==> src/design/tepq_pkg.sv <==
// Shared constants and codes for the timed event priority queue.
package tepq_pkg;

	localparam int DEF_QUEUE_DEPTH = 16;
	localparam int DEF_TAG_BITS    = 16;

	localparam int TIME_W   = 32;
	localparam int ORDER_W  = 32;
	localparam int TAG_W    = 16;
	localparam int HANDLE_W = 4;
	localparam int GEN_W    = 8;
	localparam int ACT_W    = 2;
	localparam int STAT_W   = 2;

	localparam logic [ACT_W-1:0] ACT_SCHED  = 2'd0;
	localparam logic [ACT_W-1:0] ACT_CANCEL = 2'd1;
	localparam logic [ACT_W-1:0] ACT_POP    = 2'd2;

	localparam logic [STAT_W-1:0] STAT_OK       = 2'd0;
	localparam logic [STAT_W-1:0] STAT_FULL     = 2'd1;
	localparam logic [STAT_W-1:0] STAT_EMPTY    = 2'd2;
	localparam logic [STAT_W-1:0] STAT_NOEFFECT = 2'd3;

endpackage

==> src/design/tepq_entry_mem.sv <==
// Entry store: time, sequence and tag per slot, one write and one registered read port.
module tepq_entry_mem #(
	parameter int DEPTH = tepq_pkg::DEF_QUEUE_DEPTH,
	parameter int WIDTH = 80
) (
	input  logic                     clk,
	input  logic                     wr_en,
	input  logic [$clog2(DEPTH)-1:0] wr_addr,
	input  logic [WIDTH-1:0]         wr_data,
	input  logic [$clog2(DEPTH)-1:0] rd_addr,
	output logic [WIDTH-1:0]         rd_data
);

	logic [WIDTH-1:0] mem [DEPTH];

	always_ff @(posedge clk) begin
		if (wr_en) begin
			mem[wr_addr] <= wr_data;
		end
		rd_data <= mem[rd_addr];
	end

endmodule

==> src/design/tepq_gen_mem.sv <==
// Slot generation store; slots never written read as zero.
module tepq_gen_mem #(
	parameter int DEPTH = tepq_pkg::DEF_QUEUE_DEPTH
) (
	input  logic                       clk,
	input  logic                       arst_n,
	input  logic                       wr_en,
	input  logic [$clog2(DEPTH)-1:0]   wr_addr,
	input  logic [tepq_pkg::GEN_W-1:0] wr_data,
	input  logic [$clog2(DEPTH)-1:0]   rd_addr,
	output logic [tepq_pkg::GEN_W-1:0] rd_data
);

	logic [tepq_pkg::GEN_W-1:0] mem [DEPTH];
	logic [tepq_pkg::GEN_W-1:0] rd_raw_q;
	logic [DEPTH-1:0]           written_q;
	logic                       rd_written_q;

	always_ff @(posedge clk) begin
		if (wr_en) begin
			mem[wr_addr] <= wr_data;
		end
		rd_raw_q <= mem[rd_addr];
	end

	always_ff @(posedge clk or negedge arst_n) begin
		if (!arst_n) begin
			written_q    <= '0;
			rd_written_q <= 1'b0;
		end else begin
			if (wr_en) begin
				written_q[wr_addr] <= 1'b1;
			end
			rd_written_q <= written_q[rd_addr];
		end
	end

	assign rd_data = rd_written_q ? rd_raw_q : '0;

endmodule

==> src/design/timed_event_priority_queue_core.sv <==
// Timed event priority queue: schedule, cancel by handle and generation, pop earliest.
//
// Schedule and cancel read the slot's generation from its memory, then register
// the result. A pop sweeps the entry memory one slot per cycle through its single
// read port to find the least time, oldest sequence first on ties, and then reads
// and steps the winner's generation; an empty queue skips that step. One word is
// in work at a time; a new word is taken while the previous result still waits
// in the output register. Live flags sit in flip-flops cleared by reset, so no
// clearing pass follows reset.
module timed_event_priority_queue_core #(
	parameter int QUEUE_DEPTH = tepq_pkg::DEF_QUEUE_DEPTH,
	parameter int TAG_BITS    = tepq_pkg::DEF_TAG_BITS
) (
	input  logic        clk,
	input  logic        arst_n,
	input  logic        s_tvalid,
	output logic        s_tready,
	input  logic [63:0] s_tdata,  // event_time, event_tag, cancel_handle, cancel_generation
	input  logic [1:0]  s_tuser,  // action
	output logic        m_tvalid,
	input  logic        m_tready,
	output logic [95:0] m_tdata,  // handle, generation, fired_time, fired_tag, current_time
	output logic [1:0]  m_tuser   // status
);

	localparam int SLOT_W = $clog2(QUEUE_DEPTH);
	localparam int TW     = (TAG_BITS < tepq_pkg::TAG_W) ? TAG_BITS : tepq_pkg::TAG_W;
	localparam int CW     = (SLOT_W > tepq_pkg::HANDLE_W) ? SLOT_W : tepq_pkg::HANDLE_W;
	localparam int ENT_W  = tepq_pkg::ORDER_W + tepq_pkg::TIME_W + TW;

	localparam logic [2:0] S_IDLE   = 3'd0;
	localparam logic [2:0] S_SCHED  = 3'd1;
	localparam logic [2:0] S_CANCEL = 3'd2;
	localparam logic [2:0] S_SCAN   = 3'd3;
	localparam logic [2:0] S_POPGEN = 3'd4;
	localparam logic [2:0] S_POPFIN = 3'd5;
	localparam logic [2:0] S_RESP   = 3'd6;

	logic [2:0]                    state_q;
	logic [QUEUE_DEPTH-1:0]        live_q;
	logic [tepq_pkg::ORDER_W-1:0]  next_order_q;
	logic [tepq_pkg::TIME_W-1:0]   now_q;
	logic [SLOT_W-1:0]             slot_q;
	logic [SLOT_W-1:0]             scan_q;
	logic                          best_found_q;
	logic [tepq_pkg::TIME_W-1:0]   best_time_q;
	logic [tepq_pkg::ORDER_W-1:0]  best_age_q;
	logic [TW-1:0]                 best_tag_q;
	logic [tepq_pkg::TIME_W-1:0]   in_time_q;
	logic [TW-1:0]                 in_tag_q;
	logic [tepq_pkg::GEN_W-1:0]    in_gen_q;
	logic [tepq_pkg::STAT_W-1:0]   resp_stat_q;

	logic                          m_valid_q;
	logic [tepq_pkg::STAT_W-1:0]   o_stat_q;
	logic [tepq_pkg::HANDLE_W-1:0] o_handle_q;
	logic [tepq_pkg::GEN_W-1:0]    o_gen_q;
	logic [tepq_pkg::TIME_W-1:0]   o_ftime_q;
	logic [tepq_pkg::TAG_W-1:0]    o_ftag_q;

	logic [tepq_pkg::ACT_W-1:0]    in_act;
	logic [tepq_pkg::TIME_W-1:0]   in_time;
	logic [tepq_pkg::TAG_W-1:0]    in_tag;
	logic [tepq_pkg::HANDLE_W-1:0] in_handle;
	logic [tepq_pkg::GEN_W-1:0]    in_gen;
	logic                          accept;
	logic                          can_emit;
	logic                          emit;
	logic [CW-1:0]                 ch_ext;
	logic [SLOT_W-1:0]             ch_idx;
	logic                          ch_in_range;
	logic [SLOT_W-1:0]             free_slot;
	logic                          all_live;
	logic [CW-1:0]                 slot_ext;

	logic                          ent_wr_en;
	logic [ENT_W-1:0]              ent_wr_data;
	logic [SLOT_W-1:0]             ent_rd_addr;
	logic [ENT_W-1:0]              ent_rd_data;
	logic [tepq_pkg::TIME_W-1:0]   cand_time;
	logic [tepq_pkg::ORDER_W-1:0]  cand_order;
	logic [TW-1:0]                 cand_tag;
	logic [tepq_pkg::ORDER_W-1:0]  cand_age;
	logic                          cand_better;

	logic                          gen_wr_en;
	logic [SLOT_W-1:0]             gen_rd_addr;
	logic [tepq_pkg::GEN_W-1:0]    gen_val;
	logic                          gen_match;

	assign in_time   = s_tdata[31:0];
	assign in_tag    = s_tdata[47:32];
	assign in_handle = s_tdata[51:48];
	assign in_gen    = s_tdata[59:52];
	assign in_act    = s_tuser;

	assign s_tready = (state_q == S_IDLE);
	assign accept   = s_tvalid && s_tready;
	assign can_emit = !m_valid_q || m_tready;
	assign emit     = can_emit && (state_q inside {S_SCHED, S_CANCEL, S_POPFIN, S_RESP});

	assign ch_ext      = CW'(in_handle);
	assign ch_idx      = ch_ext[SLOT_W-1:0];
	assign ch_in_range = (32'(in_handle) < QUEUE_DEPTH);
	assign slot_ext    = CW'(slot_q);

	always_comb begin
		free_slot = '0;
		for (int i = QUEUE_DEPTH - 1; i >= 0; i--) begin
			if (!live_q[i]) begin
				free_slot = SLOT_W'(i);
			end
		end
	end
	assign all_live = &live_q;

	// entry word: {order, time, tag}
	assign ent_wr_en   = (state_q == S_SCHED) && can_emit;
	assign ent_wr_data = {next_order_q, in_time_q, in_tag_q};
	assign ent_rd_addr = (state_q == S_SCAN) ? scan_q + SLOT_W'(1) : '0;

	tepq_entry_mem #(
		.DEPTH (QUEUE_DEPTH),
		.WIDTH (ENT_W)
	) u_entry_mem (
		.clk     (clk),
		.wr_en   (ent_wr_en),
		.wr_addr (slot_q),
		.wr_data (ent_wr_data),
		.rd_addr (ent_rd_addr),
		.rd_data (ent_rd_data)
	);

	assign cand_tag    = ent_rd_data[TW-1:0];
	assign cand_time   = ent_rd_data[TW +: tepq_pkg::TIME_W];
	assign cand_order  = ent_rd_data[TW + tepq_pkg::TIME_W +: tepq_pkg::ORDER_W];
	assign cand_age    = next_order_q - cand_order;
	assign cand_better = live_q[scan_q] && (!best_found_q || (cand_time < best_time_q) ||
		((cand_time == best_time_q) && (cand_age > best_age_q)));

	assign gen_rd_addr = (state_q == S_IDLE) ?
		((in_act == tepq_pkg::ACT_SCHED) ? free_slot : ch_idx) : slot_q;
	assign gen_match   = (gen_val == in_gen_q);
	assign gen_wr_en   = can_emit &&
		(((state_q == S_CANCEL) && gen_match) || (state_q == S_POPFIN));

	tepq_gen_mem #(
		.DEPTH (QUEUE_DEPTH)
	) u_gen_mem (
		.clk     (clk),
		.arst_n  (arst_n),
		.wr_en   (gen_wr_en),
		.wr_addr (slot_q),
		.wr_data (gen_val + tepq_pkg::GEN_W'(1)),
		.rd_addr (gen_rd_addr),
		.rd_data (gen_val)
	);

	always_ff @(posedge clk) begin
		if (accept) begin
			in_time_q <= in_time;
			in_tag_q  <= in_tag[TW-1:0];
			in_gen_q  <= in_gen;
		end
		if (state_q == S_SCAN && cand_better) begin
			best_time_q <= cand_time;
			best_age_q  <= cand_age;
			best_tag_q  <= cand_tag;
		end
	end

	always_ff @(posedge clk or negedge arst_n) begin
		if (!arst_n) begin
			state_q      <= S_IDLE;
			live_q       <= '0;
			next_order_q <= '0;
			now_q        <= '0;
			slot_q       <= '0;
			scan_q       <= '0;
			best_found_q <= 1'b0;
			resp_stat_q  <= tepq_pkg::STAT_OK;
			m_valid_q    <= 1'b0;
			o_stat_q     <= tepq_pkg::STAT_OK;
			o_handle_q   <= '0;
			o_gen_q      <= '0;
			o_ftime_q    <= '0;
			o_ftag_q     <= '0;
		end else begin
			if (emit) begin
				m_valid_q <= 1'b1;
			end else if (m_tready) begin
				m_valid_q <= 1'b0;
			end
			case (state_q)
				S_IDLE: begin
					if (accept) begin
						case (in_act)
							tepq_pkg::ACT_SCHED: begin
								if (all_live) begin
									resp_stat_q <= tepq_pkg::STAT_FULL;
									state_q     <= S_RESP;
								end else begin
									slot_q  <= free_slot;
									state_q <= S_SCHED;
								end
							end
							tepq_pkg::ACT_CANCEL: begin
								if (ch_in_range && live_q[ch_idx]) begin
									slot_q  <= ch_idx;
									state_q <= S_CANCEL;
								end else begin
									resp_stat_q <= tepq_pkg::STAT_NOEFFECT;
									state_q     <= S_RESP;
								end
							end
							tepq_pkg::ACT_POP: begin
								scan_q       <= '0;
								best_found_q <= 1'b0;
								state_q      <= S_SCAN;
							end
							default: begin
								resp_stat_q <= tepq_pkg::STAT_OK;
								state_q     <= S_RESP;
							end
						endcase
					end
				end
				S_SCHED: begin
					if (can_emit) begin
						live_q[slot_q] <= 1'b1;
						next_order_q   <= next_order_q + tepq_pkg::ORDER_W'(1);
						o_stat_q       <= tepq_pkg::STAT_OK;
						o_handle_q     <= slot_ext[tepq_pkg::HANDLE_W-1:0];
						o_gen_q        <= gen_val;
						o_ftime_q      <= '0;
						o_ftag_q       <= '0;
						state_q        <= S_IDLE;
					end
				end
				S_CANCEL: begin
					if (can_emit) begin
						if (gen_match) begin
							live_q[slot_q] <= 1'b0;
							o_stat_q       <= tepq_pkg::STAT_OK;
						end else begin
							o_stat_q <= tepq_pkg::STAT_NOEFFECT;
						end
						o_handle_q <= '0;
						o_gen_q    <= '0;
						o_ftime_q  <= '0;
						o_ftag_q   <= '0;
						state_q    <= S_IDLE;
					end
				end
				S_SCAN: begin
					if (cand_better) begin
						best_found_q <= 1'b1;
						slot_q       <= scan_q;
					end
					scan_q <= scan_q + SLOT_W'(1);
					if (32'(scan_q) == QUEUE_DEPTH - 1) begin
						if (best_found_q || cand_better) begin
							state_q <= S_POPGEN;
						end else begin
							resp_stat_q <= tepq_pkg::STAT_EMPTY;
							state_q     <= S_RESP;
						end
					end
				end
				S_POPGEN: begin
					state_q <= S_POPFIN;
				end
				S_POPFIN: begin
					if (can_emit) begin
						live_q[slot_q] <= 1'b0;
						now_q          <= best_time_q;
						o_stat_q       <= tepq_pkg::STAT_OK;
						o_handle_q     <= '0;
						o_gen_q        <= '0;
						o_ftime_q      <= best_time_q;
						o_ftag_q       <= tepq_pkg::TAG_W'(best_tag_q);
						state_q        <= S_IDLE;
					end
				end
				S_RESP: begin
					if (can_emit) begin
						o_stat_q   <= resp_stat_q;
						o_handle_q <= '0;
						o_gen_q    <= '0;
						o_ftime_q  <= '0;
						o_ftag_q   <= '0;
						state_q    <= S_IDLE;
					end
				end
				default: begin
					state_q <= S_IDLE;
				end
			endcase
		end
	end

	assign m_tvalid = m_valid_q;
	assign m_tuser  = o_stat_q;
	assign m_tdata  = {4'b0, now_q, o_ftag_q, o_ftime_q, o_gen_q, o_handle_q};

	a_pop_starts_scan: assert property (@(posedge clk) disable iff (!arst_n)
		(accept && in_act == tepq_pkg::ACT_POP) |=> (state_q == S_SCAN))
		else $error("pop did not start the entry sweep");

	a_sched_slot_free: assert property (@(posedge clk) disable iff (!arst_n)
		(state_q == S_SCHED) |-> !live_q[slot_q])
		else $error("schedule targets a live slot");

	a_cancel_slot_live: assert property (@(posedge clk) disable iff (!arst_n)
		(state_q == S_CANCEL) |-> live_q[slot_q])
		else $error("cancel targets a free slot");

	a_popfin_has_winner: assert property (@(posedge clk) disable iff (!arst_n)
		(state_q == S_POPFIN) |-> (best_found_q && live_q[slot_q]))
		else $error("pop retires without a live winner");

endmodule
==> config.mk <==
export PLATFORM = sky130hd
export DESIGN_NAME = timed_event_priority_queue_core
export DESIGN_NICKNAME = d
export VERILOG_FILES = /design/src/design/tepq_pkg.sv /design/src/design/tepq_entry_mem.sv /design/src/design/tepq_gen_mem.sv /design/src/design/timed_event_priority_queue_core.sv
export SDC_FILE = /design/constraint.sdc
export NUM_CORES = 2
export LEC_CHECK = 0
export BUFFER_PORTS_ARGS = -buffer_cell sky130_fd_sc_hd__buf_2
export CORE_ASPECT_RATIO = 1.75
export CORE_UTILIZATION = 45
export CTS_BUF_LIST = sky130_fd_sc_hd__clkbuf_4
export DETAILED_ROUTE_END_ITERATION = 12
export SYNTH_ARGS = -nofsm -noshare
export SYNTH_HDL_FRONTEND = slang
export SYNTH_SLANG_ARGS = --single-unit
==> constraint.sdc <==
create_clock -name clk -period 21 [get_ports clk]
set_input_delay 4.2 -clock clk [delete_from_list [all_inputs] [get_ports clk]]
set_output_delay 4.2 -clock clk [all_outputs]
set_load 0.02 [all_outputs]
# Yosys cells after proc, flatten, opt, wreduce, memory -nomap -nowiden

Memory sizes are Yosys's and may differ from the RTL's. A register that Yosys moved wholly into a read port is not among the register bits.
Cells that the tools add are included.

Flip-flop bits (word level): 310
Memory bits (writable): 1408
Bits of input ports: 70
Output and inout bits: 100
Word-level logic and storage cells: 195
Memories kept: 2

Memory list:

| name            | words | width | rd ports | clocked after Yosys merged registers in | wr ports | RTL line             | source |
|---|---|---|---|---|---|---|---|
| u_entry_mem.mem | 16    | 80    | 1        | 1                                       | 1        | tepq_entry_mem.sv:14 | `logic [WIDTH-1:0] mem [DEPTH];` |
| u_gen_mem.mem   | 16    | 8     | 1        | 1                                       | 1        | tepq_gen_mem.sv:14   | `logic [tepq_pkg::GEN_W-1:0] mem [DEPTH];` |

$add $sub $neg: 4
Order comparisons: 7
Equal/unequal tests: 31
Muxes and demuxes: 84
Bitwise operators: 4
Reductions and logical operators: 41

Operators with widths:

| kind                                                | number |
|---|---|
| two-way mux 4 bit                                   | 27 |
| two-way mux 16 bit                                  | 6 |
| two-way mux 32 bit                                  | 2 |
| one-hot mux 32 bit (2 select lines)                 | 1 |
| one-hot mux 16 bit (3 select lines)                 | 1 |
| adder 32 x 1 -> 32 bit (second input constant)      | 1 |
| == test 32 bit                                      | 1 |
| > comparator 32 bit                                 | 1 |
| < comparator 32 bit                                 | 1 |
| bitwise OR 16 bit                                   | 2 |
| one-hot mux 16 bit (2 select lines)                 | 1 |
| one-hot mux 4 bit (2 select lines)                  | 4 |
| subtractor 32 bit                                   | 1 |
| two-way mux 8 bit                                   | 3 |
| < comparator 4 x 5 -> 1 bit (second input constant) | 4 |
| two-way mux 2 bit                                   | 10 |
| AND 16 bit                                          | 1 |
| != test 2 bit (second input constant)               | 8 |
| NOT 16 bit                                          | 1 |
| one-hot mux 8 bit (2 select lines)                  | 1 |
| AND reduction 16 bit                                | 1 |
| two-way mux 3 bit                                   | 5 |
| != test 2 x 1 -> 1 bit (second input constant)      | 7 |
| two-way mux 1 bit                                   | 13 |
| other kinds (36)                                    | 68 |

# Longest topological paths before layout

Word-level depth: 20
Mapped depth: 20
Gate-level depth less buffers: 20

# Hierarchy

A second synthesis with hierarchy kept.

Cell total of the unflattened synthesis: 3547
Area total of the unflattened synthesis: 69872.0 sq um

Modules (own cells, without submodules):

| module                          | instances | cells each | area each (sq um) | sequential area each (sq um) |
|---|---|---|---|---|
| tepq_entry_mem                  | 1         | 2054       | 49422.4           | 40038.4 |
| timed_event_priority_queue_core | 1         | 1215       | 14574.0           | 8012.7 |
| tepq_gen_mem                    | 1         | 278        | 5875.6            | 4429.2 |

# Worst setup path after synthesis

No wires, ideal clock.

Path kind: input to register
Start: in m_tready
End: mem u_entry_mem.mem[14][0], enable pin
Setup time: 0.519 ns
Data arrival time: 8.387 ns
Data required time: 20.481 ns
Setup slack: 12.094 ns
Stages: 5
Buffers on the path: 2
Cell sequence: nand2b_1 -> clkbuf_1 -> nand3_1 -> clkbuf_1 -> nor2_1

Cells in the longest elaborated chain, start to end: 4

Ends and longest elaborated chain:

| element                                 | RTL line                               | source |
|---|---|---|
| start: declaration                      | timed_event_priority_queue_core.sv:21  | `input logic m_tready,` |
| logical OR 1 bit                        | timed_event_priority_queue_core.sv:99  | `assign can_emit = !m_valid_q \|\| m_tready;` |
| logical AND 1 bit                       | timed_event_priority_queue_core.sv:118 | `assign ent_wr_en = (state_q == S_SCHED) && can_emit;` |
| two-way mux 1 bit                       | tepq_entry_mem.sv:17                   | `if (wr_en) begin` |
| two-way mux 1 bit (not written as such) | tepq_entry_mem.sv:18                   | `mem[wr_addr] <= wr_data;` |
| end: declaration                        | tepq_entry_mem.sv:14                   |  |

Every way passes these cells.

# Final worst setup path

Start: reg next_order_q[0] (netlist name)
End: reg best_tag_q[0], enable pin

Cells in the longest elaborated chain, start to end: 6

Ends and longest elaborated chain:

| element                  | RTL line                               | source |
|---|---|---|
| start: declaration       | timed_event_priority_queue_core.sv:41  | `logic [tepq_pkg::ORDER_W-1:0] next_order_q;` |
| start signal: assignment | timed_event_priority_queue_core.sv:231 | `next_order_q <= next_order_q + tepq_pkg::ORDER_W'(1);` |
| subtractor 32 bit        | timed_event_priority_queue_core.sv:137 | `assign cand_age = next_order_q - cand_order;` |
| net cand_age, one bit    | timed_event_priority_queue_core.sv:83  | `logic [tepq_pkg::ORDER_W-1:0] cand_age;` |
| > comparator 32 bit      | timed_event_priority_queue_core.sv:139 | `((cand_time == best_time_q) && (cand_age > best_age_q)));` |
| logical AND 1 bit        | timed_event_priority_queue_core.sv:139 |  |
| logical OR 1 bit         | timed_event_priority_queue_core.sv:138 | `assign cand_better = live_q[scan_q] && (!best_found_q \|\| (cand_time < best_time_q) \|\|` |
| logical AND 1 bit        | timed_event_priority_queue_core.sv:138 |  |
| logical AND 1 bit        | timed_event_priority_queue_core.sv:165 | `if (state_q == S_SCAN && cand_better) begin` |
| end signal: assignment   | timed_event_priority_queue_core.sv:168 | `best_tag_q <= cand_tag;` |
| end: declaration         | timed_event_priority_queue_core.sv:48  | `logic [TW-1:0] best_tag_q;` |

The timed path passes the listed nets, and every way through them passes these cells.
A chain may end at the register's enable or synchronous reset.

==> results.yml <==
synthesis:
  postSynth.asyncResetShare_pct: 9.63
  synth_mux_area_share_pct: 10.9
  yosys.area_share.simple_pct: 6.14
  post_synth.cell_area_avg_sq_um: 15.2
  flop_and_latch_count_out_of_synthesis: 1806
  synth-warning-count: 0
  synth_fa_ha_area_share_pct: 1.72
  synth_enable_flop_cells: 1544
  synth_top_family_by_area: "multiplexers"
  netlist_instances: 4950
  yosysSeqAreaShare_pct: 69.7
  synthXorXnorAreaFrac_pct: 0.803
  syn_area_sq_um: 75200
  ys_types: 94
  synth_compound_area_share_pct: 8.32
  postSynth.topFlopCell: "edfxtp_1"
timing:
  fin_setup_tns_ps: 0
  report.final.slew_viol_count: 0
  hold_violations: 0
  fin_ws_ps: 13750
  worst-slew-pin-transition_ps: 1090
  max_freq_mhz: 138
  post_route_clock_skew_ps: 121
  final.period_utilization_pct: 34.5
  final_setup_violation_count: 0
  timing.slew.headroom_pct: 27.0
  unrepaired_setup_endpoints_after_global_routing: "no"
  min_period_ps: 7250
floorplan:
  start_util_pct: 45.3
  core_sq_um: 166000
  die_x_um: 311
  top_level_ports: 170
  chipHeight_um: 543
  rows: 198
  total_die_area_sq_um: 169000
critical_path:
  critical_path_s_largest_stage_delay_ps: 740
  crit_path_cell_trace: "inv_1 > ha_1 > fa_1 > nor2b_1 > o31a_1 > o211ai_1 > o31a_1 > o311ai_0 > a31o_2 > a21oi_1 > xnor2_1 > ha_1 > nand4_1 > nor2_1 > nand4_1 > a31oi_1 > o21ai_0 > a31oi_4 > buf_4 > buf_4"
  crit_path_max_fanout: 48
  timing_worst_setup_path_type: "register to register"
  worstSetupStartpointType: "register"
  crit_buf_inv: 3
  crit-reg2reg-capture: "best_tag_q[0]"
  worst_r2r_path_depth: 20
  regToRegSetupSlack_ps: 13750
  worst_path_arrival_time_ps: 8040
  critical_path.reg2reg.startpoint: "next_order_q[0]"
  crit_family: "compound AO/OA/AOI/OAI gates"
  crit_slowest_cell: "dfrtp_1"
  cp-end-kind: "register"
  worstPathRequired_ps: 21790
power:
  p_leak_nw: 30.5
  power.density_nw_per_um2: 115
  power.total_mw: 9.67
  max-vdd-ir-drop_mv: 0.0815
cells_and_area:
  final_net_count: 5486
  layoutNonFillerInstCount: 7855
  ratio_of_cells_with_drive_above_1_in_the_final_layout_pct: 20.1
  flow.area_growth_from_synthesis_pct: 11.4
  final.fill_count: 14100
clocking:
  htree_levels: 5
  max_buffers_root_to_sink: 4
  cts_resized: 0
  cts_buf_count: 406
  tritoncts: "done"
  postCtsSetupBuffers: 0
  ctsHoldBuffers: 0
  clock-root-buffer: "clkbuf_4"
  clock_sinks: 1806
  clk_pin_slew_ps: 70
  worst_skew_pair.late_latency_ps: 1210
route:
  detailroute.via_count: 44600
  post-route-drc-count: 0
  drt_pre_antenna_iters: 5
  wl_per_cell_um: 23.8
  drt-total-wl_um: 187000
  vias_per_cell: 5.68
  ant_nets: 0
  detailedRoute.firstIterationViolations: 2989
hold_path:
  min-delay-start: "u_entry_mem.rd_data[9]"
  whs_endpoint: "best_tag_q[9]"
  worst_min_delay_path_category: "register to register"
  min_delay_path_depth: 0
placed_design:
  gp_routability_congestion: 0.818
  dp_cells: 7105
  dp.final_hpwl_um: 98900
  preCtsSetupSlack_ps: 12630
  io_buffer_count: 161
grt:
  track_usage_pct: 21.9
  first_pass_grt_wire_length_um: 279000
  grt_start_max_net_pins: 151
  number_of_antenna_violations_at_the_first_check_in_global_routing: 7
  grt_overflow: 0
  first_global_vias: 45600
job:
  maxCapViolations: 0
status:
  result_of_the_run: "finished clean"
## worst max-delay path by stage
stage | from | end | cells past startpoint | slack, ps
6_report | next_order_q[0] | best_tag_q[0] | 20 | 13750
4_1_cts | next_order_q[0] | best_tag_q[10] | 20 | 13760
5_1_grt | next_order_q[0] | best_tag_q[3] | 20 | 13570
2_1_floorplan | m_tready | u_entry_mem.mem[14][0] | 5 | 12090
3_5_place_dp | s_tuser[0] | u_gen_mem.rd_raw_q[2] | 10 | 12630
3_3_place_gp | s_tuser[0] | u_gen_mem.rd_raw_q[2] | 10 | 12670
## cells by family (layout without fill, tap and decap cells)
group | Yosys count | after routing
AOI/OAI and AO/OA | 877 | 877
xor gates and xnor gates | 69 | 69
adders and majority gates | 103 | 103
buffers and inverters | 416 | 1113
DFF | 1806 | 1806
muxes | 696 | 696
other | 1 | 9
and+or+nand+nor | 982 | 982
## report_power, final
part	internal, mW	total, mW	leakage (nW)	switching [mW]
combinational	0.849	2.22	10.4	1.38
clock	1.45	2.81	3.19	1.36
sequential	4.33	4.64	16.9	0.306
## state kept, by name, indices dropped and copies added (netlist names), 2 cells and up, named ones only
register / cells
o_ftag_q: 16
in_tag_q: 16
u_entry_mem.rd_data: 80
u_gen_mem.mem: 128
next_order_q: 32
m_tuser: 2
state_q: 3
best_age_q: 32
now_q: 32
o_gen_q: 8
u_gen_mem.rd_raw_q: 8
resp_stat_q: 2
o_ftime_q: 32
scan_q: 4
in_gen_q: 8
slot_ext: 4
u_gen_mem.written_q: 16
o_handle_q: 4
u_entry_mem.mem: 1280
in_time_q: 32
best_time_q: 32
best_tag_q: 16
## per-stage QoR
stage / util, % / hold WS (ps) / instance area [sq um]
final: 50.4 / 399 / 83800
after global routing: 50.4 / 408 / 83800
after CTS: 50.4 / 406 / 83800
after detailed placement: 47.2 / 389 / 78400
after global placement: 47.2 / 389 / 78400
after floorplan: - / 386 / 75300
## layout make-up
type	instances	area, sq um	area share [%]
Antenna cell	5	12.5	0.0149
Clock buffer	607	4560	5.44
Clock inverter	138	840	1.00
Inverter	119	447	0.533
Multi-Input combinational cell	2731	21200	25.3
Sequential cell	1806	52500	62.6
Tap cell	2200	2750	3.28
Timing Repair Buffer	249	1520	1.81
## cell usage after synthesis, types with 41 or more instances
cell type	count	share of area, %
buf_2	55	0.37
a311oi_1	82	0.95
nor2b_1	175	1.5
clkbuf_1	189	0.94
dfrtp_1	174	5.8
xnor2_1	49	0.57
inv_1	117	0.58
a22o_1	53	0.62
nand2_1	462	2.3
nand3_1	41	0.27
edfxtp_1	1544	62
o22ai_1	77	0.64
a211oi_1	278	2.8
mux2_2	72	1.1
a31oi_1	100	0.83
a21oi_1	132	0.88
mux2i_1	532	7.1
ha_1	102	1.7
dfxtp_1	88	2.3
nor2_1	166	0.83
mux4_2	90	2.7
## metal layers
| layer | vias to the layer above | global-route usage (%) | part of all wire (%) | wire [um] |
|---|---|---|---|---|
| li1 | 20100 | - | - | - |
| met1 | 22700 | 25.8 | 39 | 73400 |
| met5 | - | 0 | 0.019 | 36 |
| met2 | 1367 | 39.6 | 52 | 97900 |
| met3 | 376 | 3.45 | 5.2 | 9620 |
| met4 | 8 | 8.64 | 3.1 | 5790 |
## placed cells by master, fill, tap and decap left out, drive strengths merged, types with 17 or more instances in the layout
cell type     n
xnor2        49
a22o         53
nor2b       175
nor2        170
ha          102
a31oi       101
a211oi      281
clkinv      121
or2          17
nor3         18
xor2         20
mux4         90
nand4        24
edfxtp     1544
a311oi       82
buf         249
mux2i       532
o22ai        77
inv         123
nand3        43
dfrtp       174
mux2         74
o21ai        46
a21o         29
a21oi       132
clkbuf      607
dfxtp        88
nand2       465
No activity file was read; power rests on OpenSTA's default activity.
